--- config.mk ---
export PLATFORM = sky130hd
export DESIGN_NAME = chassis_velocity_command_shaper_core
export DESIGN_NICKNAME = d
export VERILOG_FILES = /design/src/rtl/core/cvcs_pkg.sv /design/src/rtl/core/chassis_velocity_command_shaper_core.sv
export SDC_FILE = /design/constraint.sdc
export NUM_CORES = 2
export LEC_CHECK = 0
export BUFFER_PORTS_ARGS = -buffer_cell sky130_fd_sc_hd__buf_4
export CORE_ASPECT_RATIO = 1.25
export CORE_UTILIZATION = 46
export CTS_CLUSTER_DIAMETER = 150
export DETAILED_ROUTE_END_ITERATION = 16
export PLACE_DENSITY = 0.68
export SLEW_MARGIN = 15
export SYNTH_ARGS = -nofsm -noshare
export SYNTH_HDL_FRONTEND = slang
export SYNTH_SLANG_ARGS = --single-unit
--- constraint.sdc ---
create_clock -name i_clk -period 10.2 [get_ports i_clk]
set_input_delay 1.53 -clock i_clk [delete_from_list [all_inputs] [get_ports i_clk]]
set_output_delay 1.53 -clock i_clk [all_outputs]
set_load 0.02 [all_outputs]
--- src/rtl/core/cvcs_pkg.sv ---
// shared types and constants of the chassis velocity command shaper
package cvcs_pkg;

    // default command width in bits
    localparam int unsigned VEL_WIDTH_DEF = 24;

    // dial centre position
    localparam int unsigned DIAL_CENTRE = 1024;

    // frame modes
    localparam logic [1:0] MODE_KEYBOARD = 2'd0;
    localparam logic [1:0] MODE_SAFE     = 2'd1;
    localparam logic [1:0] MODE_DIAL     = 2'd2;

    // configuration register indexes
    localparam logic [2:0] CFG_TRANS_STEP   = 3'd0;
    localparam logic [2:0] CFG_TRANS_MAX    = 3'd1;
    localparam logic [2:0] CFG_ROT_STEP     = 3'd2;
    localparam logic [2:0] CFG_ROT_MAX      = 3'd3;
    localparam logic [2:0] CFG_YAW_DEADBAND = 3'd4;
    localparam logic [2:0] CFG_FOLLOW_GAIN  = 3'd5;

    // spin modes
    localparam logic [1:0] SPIN_FOLLOW = 2'd0;
    localparam logic [1:0] SPIN_CCW    = 2'd1;
    localparam logic [1:0] SPIN_CW     = 2'd2;

    // sequencer states
    typedef enum logic [3:0] {
        S_IDLE,
        S_DEC,
        S_SQL,
        S_SQT,
        S_SQM,
        S_CMP,
        S_SQRT,
        S_MUL_L,
        S_DIV_L,
        S_MUL_T,
        S_DIV_T,
        S_FOL,
        S_FIN
    } t_state;

endpackage

--- src/rtl/core/chassis_velocity_command_shaper_core.sv ---
// chassis velocity command shaper: sequencer around one multiplier and one subtractor
//
// Input channel (i_valid / o_ready) carries one control frame per transaction:
// mode, six key levels, dial and gimbal yaw. Output channel (o_valid / i_ready)
// carries one result transaction per frame: three velocity commands and the
// safe stop flag. Configuration is a plain write port (i_cfg_we, i_cfg_idx,
// i_cfg_data); the user writes it only while the block is idle, which the
// block itself does not enforce. A frame is taken only in the idle state and
// then runs through a sequencer that reuses one multiplier and one subtractor.
// Safe, dial and unused modes pass through the decode, follow and final
// states to the result register. Keyboard frames pass through decode, three
// squaring states, a compare, follow and final; when the speed circle limit
// applies, the square root (two bits a cycle) and the two restoring divisions
// (one quotient bit a cycle) come between compare and follow. The next frame
// is accepted as soon as the sequencer is back in idle, even while a result
// still waits in the output register; if the receiver stalls with a result
// waiting, the sequencer holds the following result in its final state until
// the register frees. Reset clears the three velocity registers, spin mode,
// toggles and key history and loads the configuration defaults.
module chassis_velocity_command_shaper_core
    import cvcs_pkg::*;
#(
    parameter int unsigned VEL_WIDTH = VEL_WIDTH_DEF
) (
    input  logic                        i_clk,
    input  logic                        i_rst_n,
    // configuration
    input  logic                        i_cfg_we,
    input  logic [2:0]                  i_cfg_idx,
    input  logic [22:0]                 i_cfg_data,
    // frame input
    input  logic                        i_valid,
    output logic                        o_ready,
    input  logic [1:0]                  i_mode,
    input  logic                        i_key_fwd,
    input  logic                        i_key_back,
    input  logic                        i_key_left,
    input  logic                        i_key_right,
    input  logic                        i_key_ccw,
    input  logic                        i_key_cw,
    input  logic [10:0]                 i_dial,
    input  logic signed [15:0]          i_yaw_angle,
    // result output
    output logic                        o_valid,
    input  logic                        i_ready,
    output logic signed [VEL_WIDTH-1:0] o_vel_long,
    output logic signed [VEL_WIDTH-1:0] o_vel_lat,
    output logic signed [VEL_WIDTH-1:0] o_vel_rot,
    output logic                        o_safe_stop
);

    localparam int unsigned MW  = (VEL_WIDTH > 23) ? VEL_WIDTH : 23;
    localparam int unsigned EW  = MW + 2;
    localparam int unsigned SQW = 2 * MW + 2;
    localparam int unsigned SW  = MW + 5;
    localparam int unsigned CW  = $clog2(2 * MW);
    localparam logic signed [EW-1:0] VMAX = EW'((64'd1 << (VEL_WIDTH - 1)) - 64'd1);
    localparam logic signed [EW-1:0] VMIN = -VMAX - EW'(1);

    // saturate a wide signed value to the command width
    function automatic logic signed [VEL_WIDTH-1:0] f_sat(input logic signed [EW-1:0] v);
        logic signed [VEL_WIDTH-1:0] r;
        begin
            if (v > VMAX) r = VMAX[VEL_WIDTH-1:0];
            else if (v < VMIN) r = VMIN[VEL_WIDTH-1:0];
            else r = v[VEL_WIDTH-1:0];
            return r;
        end
    endfunction

    // configuration registers
    logic [15:0] r_trans_step, r_rot_step, r_follow_gain;
    logic [22:0] r_trans_max, r_rot_max;
    logic [14:0] r_yaw_deadband;

    // frame registers
    logic [1:0]         r_mode;
    logic               r_kf, r_kb, r_kl, r_kr, r_kq, r_ke;
    logic [10:0]        r_dial;
    logic signed [15:0] r_yaw;

    // persistent state
    logic signed [VEL_WIDTH-1:0] r_long, r_lat, r_rot;
    logic [1:0]                  r_spin;
    logic                        r_ccw_tg, r_cw_tg, r_ccw_prev, r_cw_prev;

    // sequencer and shared unit registers
    t_state          r_state, n_state;
    logic [CW-1:0]   r_cnt;
    logic [2*MW-1:0] r_prod;
    logic [SQW-1:0]  r_acc;
    logic [MW+1:0]   r_rem;
    logic [MW:0]     r_root;
    logic [2*MW-1:0] r_dvd;

    // output register
    logic r_o_valid;
    logic signed [VEL_WIDTH-1:0] r_o_long, r_o_lat, r_o_rot;
    logic r_o_safe;

    logic in_acc, fin_go;
    logic [VEL_WIDTH-1:0] abs_long, abs_lat;
    logic [MW-1:0] ml, mt, tm, ay;
    logic [MW-1:0] mul_a, mul_b;
    logic [2*MW-1:0] mul_p;
    logic [SW-1:0] sub_a, sub_b, sub_d;
    logic sub_borrow;
    logic sqrt_last, div_last;
    logic [2*MW-1:0] q_next;
    logic [VEL_WIDTH-1:0] q_val;

    assign in_acc   = i_valid && o_ready;
    assign o_ready  = (r_state == S_IDLE);
    assign fin_go   = !r_o_valid || i_ready;

    // magnitudes for the shared multiplier
    assign abs_long = r_long[VEL_WIDTH-1] ? VEL_WIDTH'(-r_long) : VEL_WIDTH'(r_long);
    assign abs_lat  = r_lat[VEL_WIDTH-1]  ? VEL_WIDTH'(-r_lat)  : VEL_WIDTH'(r_lat);
    assign ml = MW'(abs_long);
    assign mt = MW'(abs_lat);
    assign tm = MW'(r_trans_max);
    assign ay = r_yaw[15] ? MW'($unsigned(-r_yaw)) : MW'($unsigned(r_yaw));

    // shared multiplier operand selection
    always_comb begin
        mul_a = ml;
        mul_b = ml;
        case (r_state)
            S_SQT:   begin mul_a = mt;   mul_b = mt; end
            S_SQM:   begin mul_a = tm;   mul_b = tm; end
            S_MUL_L: begin mul_a = ml;   mul_b = tm; end
            S_MUL_T: begin mul_a = mt;   mul_b = tm; end
            S_FOL:   begin mul_a = ay;   mul_b = MW'(r_follow_gain); end
            default: begin mul_a = ml;   mul_b = ml; end
        endcase
    end
    assign mul_p = mul_a * mul_b;

    // shared subtractor: square root trial or division step
    always_comb begin
        if (r_state == S_SQRT) begin
            sub_a = SW'({r_rem, r_acc[SQW-1 -: 2]});
            sub_b = SW'({r_root, 2'b01});
        end else begin
            sub_a = SW'({r_rem[MW:0], r_dvd[2*MW-1]});
            sub_b = SW'(r_root);
        end
    end
    assign sub_d      = sub_a - sub_b;
    assign sub_borrow = sub_d[SW-1];
    assign sqrt_last  = (r_cnt == CW'(MW));
    assign div_last   = (r_cnt == CW'(2 * MW - 1));
    assign q_next     = {r_dvd[2*MW-2:0], !sub_borrow};
    assign q_val      = q_next[VEL_WIDTH-1:0];

    // next state
    always_comb begin
        n_state = r_state;
        unique case (r_state)
            S_IDLE:  if (in_acc) n_state = S_DEC;
            S_DEC: begin
                if (r_mode == MODE_KEYBOARD) n_state = S_SQL;
                else n_state = S_FOL;
            end
            S_SQL:   n_state = S_SQT;
            S_SQT:   n_state = S_SQM;
            S_SQM:   n_state = S_CMP;
            S_CMP:   n_state = (r_acc > SQW'(r_prod)) ? S_SQRT : S_FOL;
            S_SQRT:  if (sqrt_last) n_state = S_MUL_L;
            S_MUL_L: n_state = S_DIV_L;
            S_DIV_L: if (div_last) n_state = S_MUL_T;
            S_MUL_T: n_state = S_DIV_T;
            S_DIV_T: if (div_last) n_state = S_FOL;
            S_FOL:   n_state = S_FIN;
            S_FIN:   if (fin_go) n_state = S_IDLE;
            default: n_state = S_IDLE;
        endcase
    end

    // state register
    always_ff @(posedge i_clk) begin
        if (!i_rst_n) r_state <= S_IDLE;
        else r_state <= n_state;
    end

    // configuration writes
    always_ff @(posedge i_clk) begin
        if (!i_rst_n) begin
            r_trans_step   <= 16'd256;
            r_trans_max    <= 23'd65536;
            r_rot_step     <= 16'd256;
            r_rot_max      <= 23'd65536;
            r_yaw_deadband <= 15'd41;
            r_follow_gain  <= 16'd256;
        end else if (i_cfg_we) begin
            unique case (i_cfg_idx)
                CFG_TRANS_STEP:   r_trans_step   <= i_cfg_data[15:0];
                CFG_TRANS_MAX:    r_trans_max    <= i_cfg_data;
                CFG_ROT_STEP:     r_rot_step     <= i_cfg_data[15:0];
                CFG_ROT_MAX:      r_rot_max      <= i_cfg_data;
                CFG_YAW_DEADBAND: r_yaw_deadband <= i_cfg_data[14:0];
                CFG_FOLLOW_GAIN:  r_follow_gain  <= i_cfg_data[15:0];
                default: ;
            endcase
        end
    end

    // frame capture
    always_ff @(posedge i_clk) begin
        if (in_acc) begin
            r_mode <= i_mode;
            r_kf   <= i_key_fwd;
            r_kb   <= i_key_back;
            r_kl   <= i_key_left;
            r_kr   <= i_key_right;
            r_kq   <= i_key_ccw;
            r_ke   <= i_key_cw;
            r_dial <= i_dial;
            r_yaw  <= i_yaw_angle;
        end
    end

    // translational ramp of one axis
    function automatic logic signed [VEL_WIDTH-1:0] f_ramp(
        input logic signed [VEL_WIDTH-1:0] v,
        input logic plus,
        input logic minus,
        input logic [22:0] tmax,
        input logic [15:0] step
    );
        logic signed [EW-1:0] ve, te, se;
        logic signed [VEL_WIDTH-1:0] r;
        begin
            ve = EW'(v);
            te = EW'(tmax);
            se = EW'(step);
            if (plus == minus) r = '0;
            else if (plus && (ve < te)) r = f_sat(ve + se);
            else if (minus && (ve > -te)) r = f_sat(ve - se);
            else r = v;
            return r;
        end
    endfunction

    // rotation, toggles and result values of the final step
    logic signed [EW-1:0]        fol_m, spin_s, rmax_e, dial_e;
    logic signed [VEL_WIDTH-1:0] fol_v, spin_v, rot_n;
    logic signed [11:0]          dial_off;
    logic                        ccw_n, cw_n;
    logic [1:0]                  spin_n;

    always_comb begin
        fol_m = EW'(r_prod[31:12]);
        if (ay < MW'(r_yaw_deadband)) fol_v = '0;
        else fol_v = f_sat(r_yaw[15] ? fol_m : -fol_m);
        rmax_e   = EW'(r_rot_max);
        dial_off = 12'(r_dial) - 12'(DIAL_CENTRE);
        dial_e   = EW'(dial_off) <<< 8;
        ccw_n    = r_ccw_tg ^ (r_ccw_prev && !r_kq);
        cw_n     = r_cw_tg ^ (r_cw_prev && !r_ke);
        spin_n   = r_spin;
        spin_s   = '0;
        spin_v   = r_rot;
        rot_n    = r_rot;
        case (r_mode)
            MODE_KEYBOARD: begin
                case (r_spin)
                    SPIN_FOLLOW: begin
                        rot_n = fol_v;
                        if (ccw_n) spin_n = SPIN_CCW;
                        else if (cw_n) spin_n = SPIN_CW;
                    end
                    SPIN_CCW: begin
                        spin_s = EW'(r_rot) + EW'(r_rot_step);
                        spin_v = f_sat(spin_s);
                        if (EW'(spin_v) > rmax_e) spin_v = f_sat(rmax_e);
                        rot_n = spin_v;
                        if (!ccw_n) spin_n = SPIN_FOLLOW;
                        if (cw_n) begin
                            spin_n = SPIN_CW;
                            ccw_n  = 1'b0;
                        end
                    end
                    SPIN_CW: begin
                        spin_s = EW'(r_rot) - EW'(r_rot_step);
                        spin_v = f_sat(spin_s);
                        if (EW'(spin_v) < -rmax_e) spin_v = f_sat(-rmax_e);
                        rot_n = spin_v;
                        if (!cw_n) spin_n = SPIN_FOLLOW;
                        if (ccw_n) begin
                            spin_n = SPIN_CCW;
                            cw_n   = 1'b0;
                        end
                    end
                    default: spin_n = SPIN_FOLLOW;
                endcase
            end
            MODE_DIAL: begin
                if (r_dial == '0) rot_n = '0;
                else if (r_dial == 11'(DIAL_CENTRE)) rot_n = fol_v;
                else rot_n = f_sat(dial_e);
            end
            MODE_SAFE: rot_n = '0;
            default: rot_n = r_rot;
        endcase
    end

    // datapath of the sequencer
    always_ff @(posedge i_clk) begin
        if (!i_rst_n) begin
            r_long     <= '0;
            r_lat      <= '0;
            r_rot      <= '0;
            r_spin     <= SPIN_FOLLOW;
            r_ccw_tg   <= 1'b0;
            r_cw_tg    <= 1'b0;
            r_ccw_prev <= 1'b0;
            r_cw_prev  <= 1'b0;
            r_cnt      <= '0;
        end else begin
            case (r_state)
                S_DEC: begin
                    if (r_mode == MODE_KEYBOARD) begin
                        r_long <= f_ramp(r_long, r_kf, r_kb, r_trans_max, r_trans_step);
                        r_lat  <= f_ramp(r_lat, r_kl, r_kr, r_trans_max, r_trans_step);
                    end
                end
                S_SQL: r_prod <= mul_p;
                S_SQT: begin
                    r_acc  <= SQW'(r_prod);
                    r_prod <= mul_p;
                end
                S_SQM: begin
                    r_acc  <= r_acc + SQW'(r_prod);
                    r_prod <= mul_p;
                end
                S_CMP: begin
                    r_rem  <= '0;
                    r_root <= '0;
                    r_cnt  <= '0;
                end
                S_SQRT: begin
                    r_acc <= {r_acc[SQW-3:0], 2'b00};
                    if (!sub_borrow) begin
                        r_rem  <= sub_d[MW+1:0];
                        r_root <= {r_root[MW-1:0], 1'b1};
                    end else begin
                        r_rem  <= sub_a[MW+1:0];
                        r_root <= {r_root[MW-1:0], 1'b0};
                    end
                    // a zero root is taken as one for the divisions
                    if (sqrt_last && (r_root[MW-1:0] == '0) && sub_borrow)
                        r_root <= (MW + 1)'(1);
                    r_cnt <= r_cnt + CW'(1);
                end
                S_MUL_L, S_MUL_T: begin
                    r_dvd <= mul_p;
                    r_rem <= '0;
                    r_cnt <= '0;
                end
                S_DIV_L, S_DIV_T: begin
                    r_dvd <= q_next;
                    if (!sub_borrow) r_rem <= sub_d[MW+1:0];
                    else r_rem <= sub_a[MW+1:0];
                    r_cnt <= r_cnt + CW'(1);
                    if (div_last) begin
                        if (r_state == S_DIV_L)
                            r_long <= r_long[VEL_WIDTH-1] ? VEL_WIDTH'(-q_val) : q_val;
                        else
                            r_lat <= r_lat[VEL_WIDTH-1] ? VEL_WIDTH'(-q_val) : q_val;
                    end
                end
                S_FOL: r_prod <= mul_p;
                S_FIN: begin
                    if (fin_go) begin
                        r_rot <= rot_n;
                        if (r_mode == MODE_KEYBOARD) begin
                            r_spin     <= spin_n;
                            r_ccw_tg   <= ccw_n;
                            r_cw_tg    <= cw_n;
                            r_ccw_prev <= r_kq;
                            r_cw_prev  <= r_ke;
                        end
                    end
                end
                default: ;
            endcase
        end
    end

    // output register
    always_ff @(posedge i_clk) begin
        if (!i_rst_n) begin
            r_o_valid <= 1'b0;
        end else begin
            if (r_state == S_FIN && fin_go) r_o_valid <= 1'b1;
            else if (i_ready) r_o_valid <= 1'b0;
        end
    end

    always_ff @(posedge i_clk) begin
        if (r_state == S_FIN && fin_go) begin
            r_o_long <= (r_mode == MODE_KEYBOARD) ? r_long : '0;
            r_o_lat  <= (r_mode == MODE_KEYBOARD) ? r_lat : '0;
            r_o_rot  <= (r_mode == MODE_KEYBOARD || r_mode == MODE_DIAL) ? rot_n : '0;
            r_o_safe <= (r_mode == MODE_SAFE);
        end
    end

    assign o_valid     = r_o_valid;
    assign o_vel_long  = r_o_long;
    assign o_vel_lat   = r_o_lat;
    assign o_vel_rot   = r_o_rot;
    assign o_safe_stop = r_o_safe;

`ifndef ASSERT_OFF
    // a frame transaction starts the sequencer, so no second frame is taken next cycle
    a_one_frame: assert property (@(posedge i_clk) disable iff (!i_rst_n)
        in_acc |=> !o_ready)
        else $error("frame accepted while sequencer busy");

    // divisions never see a zero divisor
    a_div_nonzero: assert property (@(posedge i_clk) disable iff (!i_rst_n)
        (r_state == S_DIV_L || r_state == S_DIV_T) |-> (r_root != '0))
        else $error("zero divisor in circle limit");

    // safe stop results carry no motion
    a_safe_zero: assert property (@(posedge i_clk) disable iff (!i_rst_n)
        (o_valid && o_safe_stop) |-> (o_vel_long == '0 && o_vel_lat == '0 &&
                                      o_vel_rot == '0))
        else $error("motion in safe stop result");

    // spin mode stays within its three codes
    a_spin_code: assert property (@(posedge i_clk) disable iff (!i_rst_n)
        r_spin != 2'd3)
        else $error("invalid spin mode");
`endif

endmodule
==> impl_metrics.env <==
export IMPL_seq_power_share_pct=20.2
export IMPL_worst_slew_pin_slew_ps=1210
export IMPL_cp_common_cell="fa_1"
export IMPL_hp_start="r_yaw_deadband[1]$_SDFFE_PN0P_"
export IMPL_r2r_slack_ps=300
export IMPL_placedCellCount=8958
export IMPL_yosysUniqueCellTypes=98
export IMPL_drtIter0Drc=5905
export IMPL_syn_area_um2=59900
export IMPL_leakage_nw=28.7
export IMPL_endpoint_kind="register"
export IMPL_coreArea_um2=129000
export IMPL_drcViolationCount=0
export IMPL_hold_class="register to register"
export IMPL_drt_vias_per_instance=6.14
export IMPL_cts_buffers=55
export IMPL_r2r_end="r_dvd[45]$_DFFE_PP_"
export IMPL_final_hold_viol_count=0
export IMPL_outcome="complete, no violations"
export IMPL_fin_cells=9069
export IMPL_ys_warnings_count=0
export IMPL_gr_total_overflow=0
export IMPL_areaGrowthSynthToFinish_pct=9.63
export IMPL_layout_min_cycle_time_ps=9900
export IMPL_p_total_mw=14.8
export IMPL_grt_pass1_wl_um=355000
export IMPL_fin_tns_setup_ps=0
export IMPL_clock_path_buffers=3
export IMPL_wl_um=240000
export IMPL_grt_max_degree=69
export IMPL_intPower_mw=7.00
export IMPL_cap_violations=0
export IMPL_dp_final_hpwl_um=192000
export IMPL_dr_pass1_iters=6
export IMPL_clock_latency_ps=690
export IMPL_fp_dieH_um=406
export IMPL_synth_most_common_cell="nand2_1"
export IMPL_slew_violations=0
export IMPL_holdPathStages=2
export IMPL_ys_top_cells_by_count="993 x nand2_1, 847 x inv_1, 591 x nor2_1"
export IMPL_grt_pass1_vias=55195
export IMPL_htree_levels=2
export IMPL_p_sw_mw=7.79
export IMPL_initial_core_util_pct=46.5
export IMPL_root_buffer="clkbuf_16"
export IMPL_ys_ff_latch=503
export IMPL_setup_violations=0
export IMPL_clock_skew_ps=37.7
export IMPL_cts_sinks=503
export IMPL_multiInputGateArea_um2=42500
export IMPL_ys_seq_area_share_pct=21.9
export IMPL_die_w_um=325
export IMPL_finalCritPeriodShare_pct=97.0
export IMPL_yosys_most_used_dff="edfxtp_1"
export IMPL_clkPwrFrac_pct=14.2
export IMPL_grt_use_total_pct=36.0
export IMPL_rows=147
export IMPL_yosysTopAreaCellShare_pct=16.4
export IMPL_path_clk_slew_ps=60
export IMPL_cp_slowest_cell="fa_1"
export IMPL_fmax_ghz=0.101
export IMPL_antenna_found_initial=11
export IMPL_synth_area_leaders="fa_1 16%, edfxtp_1 15%, ha_1 12%, dfxtp_1 6.6%, nand2_1 6.2%"
export IMPL_drtAntennaViolNets=0
export IMPL_path_class="register to register"
export IMPL_layout_drive_gt1_share_pct=8.54
export IMPL_cp_max_fo=6
export IMPL_async_flop_share_pct=0
export IMPL_r2r_start="r_lat[2]$_SDFFE_PN0P_"
export IMPL_final_core_util_pct=51.0
export IMPL_boundaryPins=141
export IMPL_critPathMaxStageDelay_ps=700
export IMPL_vias=55722
export IMPL_cts_tree="yes"
export IMPL_wl_per_cell_um=26.5
export IMPL_timing_slew_headroom_pct=18.9
export IMPL_syn_inst=7229
export IMPL_irDropWorstVdd_v=0.000160
export IMPL_start_kind="register"
export IMPL_n_fill_cell=12377
export IMPL_min_to="r_yaw_deadband[1]$_SDFFE_PN0P_"
export IMPL_p_sw_share_pct=52.7
export IMPL_cp_arrival_ps=10340
export IMPL_seq_area_um2=13100
export IMPL_p_per_area_nw_per_um2=225
export IMPL_portBuffers=140
export IMPL_syn_area_per_cell_um2=8.29
export IMPL_synth_top_area_cell="fa_1"
export IMPL_crit_required_ps=10640
export IMPL_nets=8420
export IMPL_place_gp_congestion=1.05
export IMPL_p_comb_share_pct=65.5
export IMPL_synth_edf_count=305
export IMPL_die_area_um2=132000
export IMPL_ff2ff_path_depth=33
area by class of cell:
class / count / area share (%)
tap: 1713 / 3.26
timing repair buffer: 379 / 4.39
clock buffer: 74 / 2.41
inverter: 851 / 4.87
multi-input combinational: 5514 / 64.7
sequential: 503 / 20.0
antenna: 5 / 0.0190
clock inverter: 30 / 0.385
sequential cells by signal, summed over array words and instances, names as in the netlist, 4 cells and up:
| signal | cells |
|---|---|
| r_rot_max | 23 |
| r_acc | 50 |
| o_vel_rot | 24 |
| r_rem | 26 |
| r_yaw_deadband | 15 |
| o_vel_lat | 24 |
| r_follow_gain | 16 |
| r_long | 24 |
| r_lat | 24 |
| r_trans_max | 23 |
| r_cnt | 6 |
| r_root | 25 |
| r_dvd | 48 |
| r_trans_step | 16 |
| r_prod | 48 |
| r_rot_step | 16 |
| o_vel_long | 24 |
| r_rot | 24 |
| r_state | 4 |
| r_dial | 11 |
| r_yaw | 16 |
worst max-delay path: cells and delay by family, from the launching register on:
kind                     cells  cell delay (ps)
XOR/XNOR                     2              360
multiplexers                 1              260
AND/OR/NAND/NOR              7             2220
AO/OA/AOI/OAI                8             1730
adder cells (fa/ha/maj)      8             4080
flip-flops                   1              310
buffers and inverters        7              690
how the worst max path moves through the flow:
| stage | endpoint | slack (ps) | cells after the start | startpoint |
|---|---|---|---|---|
| floorplan | r_dvd[45]$_DFFE_PP_ | 720 | 31 | r_long[1]$_SDFFE_PN0P_ |
| global placement | r_dvd[40]$_DFFE_PP_ | 240 | 31 | r_lat[2]$_SDFFE_PN0P_ |
| detailed placement | r_dvd[44]$_DFFE_PP_ | 250 | 32 | r_lat[2]$_SDFFE_PN0P_ |
| CTS | r_dvd[45]$_DFFE_PP_ | 220 | 31 | r_lat[2]$_SDFFE_PN0P_ |
| global route | r_dvd[47]$_DFFE_PP_ | -30 | 30 | r_long[6]$_SDFFE_PN0P_ |
| finish | r_dvd[45]$_DFFE_PP_ | 300 | 33 | r_lat[2]$_SDFFE_PN0P_ |
power groups by stage:
stage / Sequential [mW] / Combinational [mW] / Clock (mW)
after global placement: 3.01 / 9.30 / 0
after CTS: 2.98 / 9.41 / 2.13
after floorplan: 2.84 / 5.94 / 0
after global routing: 3.00 / 10.4 / 2.19
final: 3.00 / 9.69 / 2.11
after detailed placement: 3.01 / 9.35 / 0
cells by family (layout without fill, tap and decap cells):
family          count (synthesis)  count (layout)  share of synthesized area, %
mux                            61              61                          1.06
other cells                     2              16                        0.0125
buf+inv                      1221            1334                          7.74
flops                         503             503                          21.9
simple gates                 2401            2401                          18.2
xor+xnor                      347             347                          5.07
compound gates               1644            1644                          17.9
fa+ha+maj                    1050            1050                          28.1
layout by cell type (no fill, tap or decap), types with 54 or more instances in the layout:
| cell type | instances |
|---|---|
| clkbuf_16 | 58 |
| a31oi_1 | 73 |
| buf_4 | 375 |
| fa_1 | 489 |
| o21a_1 | 63 |
| and2_1 | 101 |
| a21oi_1 | 473 |
| o211ai_1 | 66 |
| inv_1 | 847 |
| a21o_1 | 102 |
| nand2_1 | 991 |
| nand3_1 | 149 |
| ha_1 | 560 |
| o21ai_0 | 317 |
| edfxtp_1 | 305 |
| nor2b_1 | 64 |
| nand2b_1 | 70 |
| dfxtp_1 | 196 |
| o221ai_1 | 61 |
| xnor2_1 | 263 |
| xor2_1 | 82 |
| nor2_1 | 585 |
| and3_1 | 57 |
| nor3_1 | 108 |
| nand4_1 | 54 |
per-layer routing:
metal  vias up  part of all wire [%]  GRT usage [%]
li1      24865                     -              -
met1     27356                    38           44.4
met2      2746                    45           57.4
met3       743                   8.9           6.82
met4        12                   7.7           23.9
met5         -                 0.035              0
stage by stage:
| stage | hold slack [ps] | instance area, um2 | worst slack [ps] |
|---|---|---|---|
| 2_1_floorplan | 432 | 60000 | 722 |
| 3_3_place_gp | 440 | 63700 | 235 |
| 3_5_place_dp | 450 | 63700 | 249 |
| 4_1_cts | 459 | 65500 | 215 |
| 5_1_grt | 479 | 65700 | -26.2 |
| 6_report | 458 | 65700 | 301 |
what timing repair did:
item,in CTS,in global routing
endpoints found under the setup margin,0,20
buffers inserted,0,2
resized for setup,0,30
hold buffers,0,0
Power figures use the tool's default switching activity.
